[src/rtl/keyed_priority_queue_update_assert.svh]
// Assertion macros for the keyed priority queue RTL
`ifndef KEYED_PRIORITY_QUEUE_UPDATE_ASSERT_SVH
`define KEYED_PRIORITY_QUEUE_UPDATE_ASSERT_SVH
`ifndef ASSERT_OFF
`define KPQ_ASSERT(lbl, clk, rstn, prop) \
  lbl: assert property (@(posedge clk) disable iff (!rstn) prop) \
    else $error("kpq assertion failed");
`define KPQ_ASSERT_MSG(lbl, clk, rstn, prop, msg) \
  lbl: assert property (@(posedge clk) disable iff (!rstn) prop) else $error(msg);
`else
`define KPQ_ASSERT(lbl, clk, rstn, prop)
`define KPQ_ASSERT_MSG(lbl, clk, rstn, prop, msg)
`endif
`endif

[src/rtl/kpq_pkg.sv]
// ---------------------------------------------------------------------------
// kpq_pkg
// Types, codes and helpers shared by the keyed priority queue modules.
// ---------------------------------------------------------------------------
package kpq_pkg;

  typedef enum logic [1:0] {
    OP_ADMIT  = 2'd0,
    OP_CHANGE = 2'd1,
    OP_POP    = 2'd2,
    OP_QUERY  = 2'd3
  } kpq_op_e;

  typedef enum logic [2:0] {
    STAT_OK       = 3'd0,
    STAT_NOTFOUND = 3'd1,
    STAT_DUP      = 3'd2,
    STAT_FULL     = 3'd3,
    STAT_BADSEV   = 3'd4
  } kpq_status_e;

  typedef enum logic [1:0] {
    ST_IDLE,
    ST_SCAN,
    ST_FINISH
  } kpq_state_e;

  localparam int unsigned KeyW = 41;

  typedef struct packed {
    kpq_op_e     operation;
    logic [15:0] patient_id;
    logic [1:0]  severity;
    logic [15:0] arrival_time;
    logic [6:0]  age;
    logic [4:0]  doctor_count;
    logic [15:0] current_time;
  } kpq_in_t;

  typedef struct packed {
    kpq_status_e status;
    logic        served_valid;
    logic [15:0] served_id;
    logic [4:0]  served_count;
    logic [31:0] wait_total;
    logic [15:0] wait_entries;
    logic        last;
  } kpq_out_t;

  // classified command, as queued between front and back
  typedef struct packed {
    kpq_in_t    item;
    logic       bad_sev;
    logic [4:0] limit;
  } kpq_cmd_t;

  // handshake between front queue and back sequencer
  typedef struct packed {
    logic     valid;
    kpq_cmd_t cmd;
  } kpq_q_t;

  // stored table entry
  typedef struct packed {
    logic [15:0] id;
    logic [1:0]  sev;
    logic [15:0] arr;
    logic [6:0]  age;
    logic [15:0] adm;
  } kpq_entry_t;

  // ordering key, lower is served first
  function automatic logic [KeyW-1:0] kpq_key(kpq_entry_t e);
    return {e.sev, e.arr, 7'h7f - e.age, e.id};
  endfunction

endpackage

[src/rtl/kpq_front.sv]
// ---------------------------------------------------------------------------
// kpq_front
// Accepts items, flags bad severities, clips the pop limit and queues them.
// ---------------------------------------------------------------------------
module kpq_front #(
  parameter int MAX_SERVE = 16
) (
  input  logic           clk_i,
  input  logic           rst_ni,
  input  logic           start,
  output logic           busy,
  input  kpq_pkg::kpq_in_t cmd_i,
  output kpq_pkg::kpq_q_t  q_o,
  input  logic           pop_i
);
  import kpq_pkg::*;

  kpq_cmd_t   buf_q [2];
  logic       wr_q, wr_d, rd_q, rd_d;
  logic [1:0] cnt_q, cnt_d;
  logic       push;
  kpq_cmd_t   cls;

  // classify
  always_comb begin
    cls.item    = cmd_i;
    cls.bad_sev = (cmd_i.operation != OP_POP) && (cmd_i.severity == 2'd0);
    if (32'(cmd_i.doctor_count) < MAX_SERVE) begin
      cls.limit = cmd_i.doctor_count;
    end else begin
      cls.limit = 5'(MAX_SERVE);
    end
  end

  assign busy = (cnt_q == 2'd2);
  assign push = start && !busy;

  always_comb begin
    wr_d  = push ? ~wr_q : wr_q;
    rd_d  = pop_i ? ~rd_q : rd_q;
    cnt_d = cnt_q + {1'b0, push} - {1'b0, pop_i};
  end

  // queue pointers
  always_ff @(posedge clk_i or negedge rst_ni) begin
    if (!rst_ni) begin
      wr_q  <= 1'b0;
      rd_q  <= 1'b0;
      cnt_q <= 2'd0;
    end else begin
      wr_q  <= wr_d;
      rd_q  <= rd_d;
      cnt_q <= cnt_d;
    end
  end

  // queue storage
  always_ff @(posedge clk_i) begin
    if (push) begin
      buf_q[wr_q] <= cls;
    end
  end

  assign q_o.valid = (cnt_q != 2'd0);
  assign q_o.cmd   = buf_q[rd_q];

endmodule

[src/rtl/kpq_back.sv]
// ---------------------------------------------------------------------------
// kpq_back
// Executes queued items: slot scans over the table memory and result output.
// ---------------------------------------------------------------------------
`include "keyed_priority_queue_update_assert.svh"
module kpq_back #(
  parameter int CAPACITY = 64
) (
  input  logic            clk_i,
  input  logic            rst_ni,
  input  kpq_pkg::kpq_q_t q_i,
  output logic            pop_o,
  output logic            res_valid_o,
  output kpq_pkg::kpq_out_t res_o
);
  import kpq_pkg::*;

  localparam int IW = (CAPACITY > 1) ? $clog2(CAPACITY) : 1;
  localparam int CW = $clog2(CAPACITY + 1);

  kpq_entry_t mem [CAPACITY];
  kpq_entry_t rdata_q;

  kpq_state_e      state_q, state_d;
  kpq_cmd_t        cmd_q, cmd_d;
  logic [CAPACITY-1:0] valid_q, valid_d;
  logic [CW-1:0]   occ_q, occ_d;
  logic [CW-1:0]   ridx_q, ridx_d;
  logic            cv_q, cv_d;
  logic [IW-1:0]   cidx_q, cidx_d;
  logic            hit_q, hit_d;
  logic [IW-1:0]   hidx_q, hidx_d;
  kpq_entry_t      hent_q, hent_d;
  logic            free_q, free_d;
  logic [IW-1:0]   fidx_q, fidx_d;
  logic [4:0]      n_q, n_d;
  logic [31:0]     sum_q [3];
  logic [31:0]     sum_d [3];
  logic [15:0]     cnt_q [3];
  logic [15:0]     cnt_d [3];
  logic            res_valid_q, res_valid_d;
  kpq_out_t        res_d, res_q;
  logic            we;
  logic [IW-1:0]   waddr;
  kpq_entry_t      wdata;
  logic            rd_en;

  logic [15:0]     wait_v;
  logic [32:0]     sum_ext;
  logic [1:0]      lvl;
  logic [4:0]      n_nx;
  kpq_out_t        blank;

  always_comb begin
    state_d     = state_q;
    cmd_d       = cmd_q;
    valid_d     = valid_q;
    occ_d       = occ_q;
    ridx_d      = ridx_q;
    cv_d        = 1'b0;
    cidx_d      = cidx_q;
    hit_d       = hit_q;
    hidx_d      = hidx_q;
    hent_d      = hent_q;
    free_d      = free_q;
    fidx_d      = fidx_q;
    n_d         = n_q;
    sum_d       = sum_q;
    cnt_d       = cnt_q;
    res_valid_d = 1'b0;
    blank       = '0;
    blank.status = STAT_OK;
    blank.last   = 1'b1;
    res_d       = blank;
    pop_o       = 1'b0;
    we          = 1'b0;
    waddr       = hidx_q;
    wdata       = hent_q;
    rd_en       = 1'b0;
    lvl         = hent_q.sev - 2'd1;
    wait_v      = cmd_q.item.current_time - hent_q.adm;
    sum_ext     = {1'b0, sum_q[lvl]} + {17'd0, wait_v};
    n_nx        = n_q + 5'd1;

    unique case (state_q)
      ST_IDLE: begin
        if (q_i.valid) begin
          pop_o  = 1'b1;
          cmd_d  = q_i.cmd;
          ridx_d = '0;
          hit_d  = 1'b0;
          free_d = 1'b0;
          n_d    = '0;
          if (q_i.cmd.bad_sev) begin
            res_valid_d  = 1'b1;
            res_d.status = STAT_BADSEV;
          end else if (q_i.cmd.item.operation == OP_QUERY) begin
            res_valid_d        = 1'b1;
            res_d.wait_total   = sum_q[q_i.cmd.item.severity - 2'd1];
            res_d.wait_entries = cnt_q[q_i.cmd.item.severity - 2'd1];
          end else if (q_i.cmd.item.operation == OP_POP &&
                       (q_i.cmd.limit == 5'd0 || occ_q == '0)) begin
            res_valid_d = 1'b1;
          end else begin
            state_d = ST_SCAN;
          end
        end
      end
      ST_SCAN: begin
        // issue one read per cycle
        if (ridx_q != CW'(CAPACITY)) begin
          rd_en  = 1'b1;
          cv_d   = 1'b1;
          cidx_d = ridx_q[IW-1:0];
          ridx_d = ridx_q + CW'(1);
        end
        // evaluate the slot read last cycle
        if (cv_q) begin
          if (cmd_q.item.operation == OP_POP) begin
            if (valid_q[cidx_q] &&
                (!hit_q || kpq_key(rdata_q) < kpq_key(hent_q))) begin
              hit_d  = 1'b1;
              hidx_d = cidx_q;
              hent_d = rdata_q;
            end
          end else begin
            if (valid_q[cidx_q] && rdata_q.id == cmd_q.item.patient_id) begin
              hit_d  = 1'b1;
              hidx_d = cidx_q;
              hent_d = rdata_q;
            end
            if (!valid_q[cidx_q] && !free_q) begin
              free_d = 1'b1;
              fidx_d = cidx_q;
            end
          end
        end else if (ridx_q == CW'(CAPACITY)) begin
          state_d = ST_FINISH;
        end
      end
      ST_FINISH: begin
        res_valid_d = 1'b1;
        state_d     = ST_IDLE;
        case (cmd_q.item.operation)
          OP_ADMIT: begin
            if (hit_q) begin
              res_d.status = STAT_DUP;
            end else if (occ_q == CW'(CAPACITY)) begin
              res_d.status = STAT_FULL;
            end else begin
              we        = 1'b1;
              waddr     = fidx_q;
              wdata.id  = cmd_q.item.patient_id;
              wdata.sev = cmd_q.item.severity;
              wdata.arr = cmd_q.item.arrival_time;
              wdata.age = cmd_q.item.age;
              wdata.adm = cmd_q.item.current_time;
              valid_d[fidx_q] = 1'b1;
              occ_d     = occ_q + CW'(1);
            end
          end
          OP_CHANGE: begin
            if (!hit_q) begin
              res_d.status = STAT_NOTFOUND;
            end else begin
              we        = 1'b1;
              wdata.sev = cmd_q.item.severity;
            end
          end
          default: begin
            // pop: serve best slot, account its wait
            sum_d[lvl] = sum_ext[32] ? 32'hffff_ffff : sum_ext[31:0];
            if (cnt_q[lvl] != 16'hffff) begin
              cnt_d[lvl] = cnt_q[lvl] + 16'd1;
            end
            valid_d[hidx_q]    = 1'b0;
            occ_d              = occ_q - CW'(1);
            n_d                = n_nx;
            res_d.served_valid = 1'b1;
            res_d.served_id    = hent_q.id;
            res_d.served_count = n_nx;
            res_d.last = (n_nx == cmd_q.limit) || (occ_q == CW'(1));
            if (!res_d.last) begin
              state_d = ST_SCAN;
              ridx_d  = '0;
              hit_d   = 1'b0;
            end
          end
        endcase
      end
      default: state_d = ST_IDLE;
    endcase
  end

  // control state
  always_ff @(posedge clk_i or negedge rst_ni) begin
    if (!rst_ni) begin
      state_q     <= ST_IDLE;
      valid_q     <= '0;
      occ_q       <= '0;
      cv_q        <= 1'b0;
      res_valid_q <= 1'b0;
      for (int k = 0; k < 3; k++) begin
        sum_q[k] <= '0;
        cnt_q[k] <= '0;
      end
    end else begin
      state_q     <= state_d;
      valid_q     <= valid_d;
      occ_q       <= occ_d;
      cv_q        <= cv_d;
      res_valid_q <= res_valid_d;
      sum_q       <= sum_d;
      cnt_q       <= cnt_d;
    end
  end

  // payload and scan registers
  always_ff @(posedge clk_i) begin
    cmd_q  <= cmd_d;
    ridx_q <= ridx_d;
    cidx_q <= cidx_d;
    hit_q  <= hit_d;
    hidx_q <= hidx_d;
    hent_q <= hent_d;
    free_q <= free_d;
    fidx_q <= fidx_d;
    n_q    <= n_d;
    res_q  <= res_d;
  end

  // slot table memory
  always_ff @(posedge clk_i) begin
    if (we) begin
      mem[waddr] <= wdata;
    end
    if (rd_en) begin
      rdata_q <= mem[ridx_q[IW-1:0]];
    end
  end

  assign res_valid_o = res_valid_q;
  assign res_o       = res_q;

  `KPQ_ASSERT(a_occ_bound, clk_i, rst_ni, occ_q <= CW'(CAPACITY))
  `KPQ_ASSERT_MSG(a_occ_track, clk_i, rst_ni,
    occ_q == CW'($countones(valid_q)), "occupancy out of step with valid bits")
  `KPQ_ASSERT(a_pop_idle, clk_i, rst_ni, pop_o |-> state_q == ST_IDLE)
  `KPQ_ASSERT(a_served_cnt, clk_i, rst_ni,
    (res_valid_o && res_o.served_valid) |-> res_o.served_count != 5'd0)

endmodule

[src/rtl/keyed_priority_queue_update.sv]
// Error and query items are answered from idle; admit and change do a full slot scan.
// Pop: one full slot scan per served entry.
// Throughput is set by the single read port of the slot table memory.
// A two-entry command queue takes items while the back end scans.
// Reset (asynchronous, active low) empties the table and clears the wait totals.
// Results are a one-cycle strobe; the receiver cannot stall them.
// ---------------------------------------------------------------------------
// keyed_priority_queue_update
// Keyed priority table with severity update, pop of best entries and wait totals.
// ---------------------------------------------------------------------------
module keyed_priority_queue_update #(
  parameter int CAPACITY  = 64,
  parameter int MAX_SERVE = 16
) (
  input  logic               clk_i,
  input  logic               rst_ni,
  input  logic               start,
  output logic               busy,
  input  kpq_pkg::kpq_in_t   cmd_i,
  output logic               res_valid_o,
  output kpq_pkg::kpq_out_t  res_o
);
  import kpq_pkg::*;

  kpq_q_t q;
  logic   pop;

  kpq_front #(.MAX_SERVE(MAX_SERVE)) u_front (
    .clk_i  (clk_i),
    .rst_ni (rst_ni),
    .start  (start),
    .busy   (busy),
    .cmd_i  (cmd_i),
    .q_o    (q),
    .pop_i  (pop)
  );

  kpq_back #(.CAPACITY(CAPACITY)) u_back (
    .clk_i       (clk_i),
    .rst_ni      (rst_ni),
    .q_i         (q),
    .pop_o       (pop),
    .res_valid_o (res_valid_o),
    .res_o       (res_o)
  );

endmodule
[config.mk]
export PLATFORM = sky130hd
export DESIGN_NAME = keyed_priority_queue_update
export DESIGN_NICKNAME = d
export VERILOG_FILES = /design/src/rtl/kpq_pkg.sv /design/src/rtl/kpq_front.sv /design/src/rtl/kpq_back.sv /design/src/rtl/keyed_priority_queue_update.sv
export VERILOG_INCLUDE_DIRS = /design/src /design/src/rtl
export SDC_FILE = /design/constraint.sdc
export NUM_CORES = 2
export LEC_CHECK = 0
export ABC_CLOCK_PERIOD_IN_PS = 8000
export BUFFER_PORTS_ARGS = -buffer_cell sky130_fd_sc_hd__clkbuf_2
export CORE_UTILIZATION = 54
export DETAILED_ROUTE_END_ITERATION = 10
export HOLD_SLACK_MARGIN = 0.12
export PLACE_DENSITY = 0.7
export SYNTH_ARGS = -nofsm -noshare
export SYNTH_HDL_FRONTEND = slang
export SYNTH_SLANG_ARGS = --single-unit
[constraint.sdc]
create_clock -name clk_i -period 8 [get_ports clk_i]
set_input_delay 0.4 -clock clk_i [delete_from_list [all_inputs] [get_ports clk_i]]
set_output_delay 0.4 -clock clk_i [all_outputs]
set_load 0.02 [all_outputs]
Word level (Yosys, flattened, before mapping)
Memories as Yosys holds them, arrays and structs flattened. A register that Yosys moved wholly into a read port is not among the register bits.
Cells that the tools add are included.

cells by class
  multiplexer cells = 104
  $lt $le $gt $ge = 10
  add/sub/neg operators = 13
  reduce and logical (&&, ||, !) cells = 41
  equality and inequality tests = 32
  bitwise operators = 14

operators by type and width
  operator                                                                      number
  57-bit 2-to-1 mux                                                             6
  32-bit 2-to-1 mux                                                             6
  32-bit binary-select mux with 2-bit select                                    2
  64-bit 2-to-1 mux                                                             2
  64-bit case mux with 2 select lines                                           1
  96-bit bitwise mux                                                            1
  16-bit 2-to-1 mux                                                             6
  64-bit bitwise AND                                                            1
  16-bit binary-select mux with 2-bit select                                    2
  32-bit demux with 2-bit select                                                1
  64-bit NOT                                                                    1
  64-bit OR                                                                     1
  48-bit bitwise mux                                                            1
  6-bit 2-to-1 mux                                                              7
  7-bit 2-to-1 mux                                                              6
  41-bit less-than comparator                                                   1
  39-bit 2-to-1 mux                                                             1
  32-bit by 16-bit adder with 33-bit output                                     1
  16-bit demux with 2-bit select                                                1
  1-bit 2-to-1 mux                                                              31
  2-bit != test, second input constant                                          12
  22-bit 2-to-1 mux                                                             1
  6-bit by 7-bit less-than comparator with 1-bit output, second input constant  3
  7-bit case mux with 3 select lines                                            1
  other kinds (55)                                                              118

storage, ports and cells
  output and inout port bits = 76
  bits of input ports = 67
  word-level logic and storage cells = 256
  register bits after elaboration = 450
  memory bits (writable) = 3788
  memories kept = 2

memories
  memory         words  width  rd ports  clocked after memory_dff  wr ports  RTL line         source
  u_back.mem     64     57     1         1                         1         kpq_back.sv:21   kpq_entry_t mem [CAPACITY];
  u_front.buf_q  2      70     1         0                         1         kpq_front.sv:18  kpq_cmd_t buf_q [2];

Depth between registers and ports, before layout
An unclocked memory read counts as a cell.

  depth after elaboration = 9
  gate-level depth with buffers = 26

By module
A second synthesis with hierarchy kept.

unflattened totals
  cells, all modules = 7604
  area total of the unflattened synthesis = 167262.9 um^2

modules (own cells, without submodules)
  module     times used  sequential area each (um^2)  cells an instance  area an instance (um^2)
  kpq_back   1           122812.8                     7365               161693.8
  kpq_front  1           4244.1                       239                5569.1

Least setup slack after synthesis
Ideal clock, no wire load.

  path type = flip-flop to flip-flop
  from = register u_back.hent_q[39] (netlist bit)
  to = register u_back.hent_q[0] (netlist bit) (enable)
  setup slack = 2.173 ns
  stages on the path, launching flop included = 15
  data required time = 7.516 ns
  period minus slack after synthesis = 5.827 ns
  arrival = 5.343 ns
  buffers on the path = 5
  setup time = 0.484 ns
  path through = edfxtp_1 > clkbuf_2 > inv_1 > buf_2 > buf_2 > clkbuf_1 > clkbuf_1 > ha_1 > and4_1 > a221oi_1 > nand3b_1 > a21oi_1 > a31o_2 > nand2_1 > nor2_1

on the way
  word-level cells in the longest chain between the ends = 5

ends and longest elaborated chain
  element                        RTL line         source
  start, declared                kpq_back.sv:33   kpq_entry_t hent_q, hent_d;
  start signal, assigned         kpq_back.sv:225  hent_q <= hent_d;
  41-bit less-than comparator    kpq_back.sv:121  (!hit_q || kpq_key(rdata_q) < kpq_key(hent_q))) begin
  1-bit logical OR               kpq_back.sv:121
  1-bit logical AND              kpq_back.sv:120  if (valid_q[cidx_q] &&
  2-bit != test (no line)        --
  4-bit AND reduction (no line)  --

Every way passes these cells.
A chain may end at the register's enable or synchronous reset.

Final worst setup path
  from = register u_back.cmd_q[69] (netlist bit)
  to = memory u_back.mem[47][32] (netlist bit) (enable)

on the way
  word-level cells in the longest chain between the ends = 5

ends and longest elaborated chain
  element                                                                             RTL line         source
  start, declared                                                                     kpq_back.sv:25   kpq_cmd_t cmd_q, cmd_d;
  start signal, assigned                                                              kpq_back.sv:220  cmd_q <= cmd_d;
  2-bit by 1-bit == test with 1-bit output / 2-bit zero test (equally long branches)  kpq_back.sv:144  case (cmd_q.item.operation)
  1-bit case mux with 2 select lines                                                  kpq_back.sv:144
  1-bit 2-to-1 mux                                                                    kpq_back.sv:85   unique case (state_q)
  1-bit 2-to-1 mux                                                                    kpq_back.sv:234  if (we) begin
  1-bit 2-to-1 mux (implied by the code)                                              kpq_back.sv:235  mem[waddr] <= wdata;
  end, declared                                                                       kpq_back.sv:21

Several ways; a longest one is shown, not always the timed one.

==> results.toml <==
[outcome]
outcome = "finished clean"

[placed_design]
gp_congestion = 0.880
port-buffer-count = 142
hpwlAfterDp_mm = 248
pre_cts_slack_ns = 2.28

[setup_path]
cp_num_buf_inv = 2
rr_endpoint = "u_back.mem[47][32]$_DFFE_PP_"
path_class = "flop to flop"
r2r_start = "u_back.cmd_q[69]$_DFFE_PP_"
required_ns = 8.58
cp.arrival_ns = 6.49
crit_path_max_fanout = 44
startpoint = "u_back.cmd_q[69]$_DFFE_PP_"
critPathMostFrequentCell = "buf_4"
worst_setup_path_end_kind = "flop"
cp_slowest_cell = "nor2_1"
ff2ff_setup_slack_ns = 2.09
worstPathCellList = "nor2_1, and3_4, buf_4, nor3_1, a41oi_1, nand2b_1, nor2_4, buf_4"
critPathTopFamily = "simple AND/OR/NAND/NOR gates"
reg2reg_depth = 8
critPathMaxStageDelay_ns = 0.88
cp-start-kind = "flop"

[final_layout]
drive_above_1_share_pct = 29.2
regArea_um2 = 127000
multi_input_area_um2 = 38800
finalNetCount = 8286
fillers = 20300
syn_to_final_growth_pct = 13.3

[synthesis]
synth_edf_count = 3988
yosys.cell_types.count = 71
synth_area_um2 = 166000
synth.avg_cell_area_um2 = 21.7
yosys_warnings = 0
ys_seq_elements = 4285
yosysSeqAreaShare_pct = 76.2
synth_cells = 7654
yosysMostFrequentCell = "edfxtp_1"
synthArstFlopShare_pct = 5.20
postSynthNetCount = 7807
synthTopCellsByCount = "edfxtp_1, mux4_2, nand2_1"
synth_area_leaders = "edfxtp_1, mux4_2, dfrtp_1"
synth_top_area_share_pct = 72.0
ys.flop_type = "edfxtp_1"
yosys.area.top_type = "edfxtp_1"

[clocking]
cts_root_buffer = "clkbuf_16"
cts_setup_buffers = 0
clk_latency_ns = 0.99
cts_tree = "built"
cts_resized = 0
clk_path_buf_depth = 4
clk_pin_slew_worst_paths_ns = 0.06
ctsHoldBuffers = 74
htreeDepth = 5
cts_made_buffers = 421
clock-sinks = 4285

[pwr]
power.leakage_nw = 59.9
vdd_drop_max_mv = 0.313
power_per_cell_area_nw_per_um2 = 331

[timing]
rsz0062_at_grt = "false"
worst_slack_ns = 2.09
hold_viol_final = 0
period_needed_ns = 5.91
setup-tns-final_ns = 0
finalCritPeriodShare_pct = 73.8
slew_viol_final = 0
skew_ns = 0.0952
slew-limit-headroom_pct = 13.5
fmax_mhz = 169
setup_viol = 0
tightest_slew_ns = 1.29

[run]
cap_violations = 0

[route]
drt_wl_total_mm = 425
ant_nets = 0
drc = 0
drt_iter0_drc = 11400
vias_per_cell = 6.54
wl_per_cell_um = 33.7
drt_first_pass_iters = 8
vias = 82400

[hold_path]
hold_path.class = "input port to flop"
holdPathEnd = "u_front.buf_q[1][60]$_DFFE_PP_"
holdPathStages = 2
min_from = "cmd_i[54]"

[grt]
antenna_found_initial = 24
grt_remaining_overflow = 0
grt_max_degree = 146
first_global_vias = 81900
grt_usage_pct = 27.6
grt_pass1_wl_mm = 606

[die]
row_count = 203
die_height_um = 557
dieArea_um2 = 310000
core_area_um2 = 306000
fp.dieW_um = 557
start_util_pct = 54.4
pin_count = 143
==> final cells by class <==
class	instances	share of cell area (%)
flip-flops and latches	4285	67.2
multi-input cells	2901	20.6
clock buffers	502	5.79
well taps	4100	2.72
repair buffers	440	1.85
clock inverters	279	1.62
inverters	84	0.169
diodes	14	0.0186
==> power by group <==
group,switching [mW],internal [mW]
combinational,9.11,6.88
sequential,0.560,25.9
clock,8.53,11.4
==> per-stage QoR <==
stage | cells | area (um2) | util (%) | power (mW) | hold WS (ns)
finish | 12600 | 189000 | 61.6 | 62.4 | 0.188
global route | 12600 | 189000 | 61.6 | 64.2 | 0.177
CTS | 12600 | 189000 | 61.6 | 62.7 | 0.125
detailed placement | 11700 | 174000 | 56.8 | 42.9 | 0.405
global placement | 11700 | 174000 | 56.8 | 42.7 | 0.405
floorplan | 7654 | 166000 | - | 37.2 | 0.104
==> placed cells by master, fill, tap and decap left out, types with 96 or more instances in the layout <==
| cell type | synthesis | layout |
|---|---|---|
| edfxtp_1 | 3988 | 3988 |
| mux4_2 | 1216 | 1216 |
| clkbuf_16 | 0 | 421 |
| nand2_1 | 346 | 343 |
| o21ai_0 | 285 | 236 |
| dfrtp_1 | 223 | 222 |
| buf_4 | 5 | 197 |
| nor2_1 | 231 | 164 |
| clkbuf_2 | 1 | 141 |
| a21oi_1 | 139 | 139 |
| mux2_2 | 123 | 123 |
| clkinv_1 | 0 | 96 |
==> flip-flops by register name, indices dropped and copies added, names as in the netlist <==
| register | count |
|---|---|
| u_back.cv_q | 1 |
| u_back.hit_q | 1 |
| u_back.cmd_q | 64 |
| u_back.cnt_q | 48 |
| u_back.res_valid_o | 1 |
| u_back.hidx_q | 6 |
| u_back.n_q | 5 |
| u_back.rdata_q | 57 |
| u_back.res_o | 74 |
| u_back.ridx_q | 7 |
| u_back.hent_q | 57 |
| u_back.mem | 3648 |
| u_back.occ_q | 7 |
| u_back.cidx_q | 6 |
| u_front.cnt_q | 2 |
| u_front.buf_q | 130 |
| u_back.free_q | 1 |
| u_front.wr_q | 1 |
| u_back.fidx_q | 6 |
| u_back.sum_q | 96 |
| u_front.rd_q | 1 |
| u_back.valid_q | 64 |
| u_back.state_q | 2 |
==> per-layer routing <==
metal / share of wire [%] / wire, um / up-vias / track usage (%)
li1: - / - / 32800 / -
met1: 39 / 166000 / 44200 / 39.6
met2: 47 / 201000 / 4720 / 42.8
met3: 10 / 44100 / 659 / 5.99
met4: 3.4 / 14400 / 8 / 8.59
met5: 0.019 / 80 / - / 0
==> cell families (layout without fill, tap and decap cells) <==
family,count (synthesis),in the layout,share of synthesized area (%)
fa+ha+maj,86,86,0.656
flops,4285,4285,76.2
compound gates,579,579,1.98
xor+xnor,88,88,0.463
mux,1384,1384,17.6
simple gates,764,764,1.98
buf+inv,468,1305,1.14
other cells,0,14,0
==> worst max-delay path by stage <==
stage                                    to  slack, ns  cells after the start
2_1_floorplan    u_back.hent_q[0]$_DFFE_PP_       2.17                     14
3_3_place_gp    u_back.mem[35][4]$_DFFE_PP_       2.50                      8
3_5_place_dp   u_back.mem[34][13]$_DFFE_PP_       2.28                      8
4_1_cts        u_back.mem[47][32]$_DFFE_PP_       2.22                      8
5_1_grt        u_back.mem[47][32]$_DFFE_PP_       1.95                      8
6_report       u_back.mem[47][32]$_DFFE_PP_       2.09                      8
(Power assumes the default switching activity.)
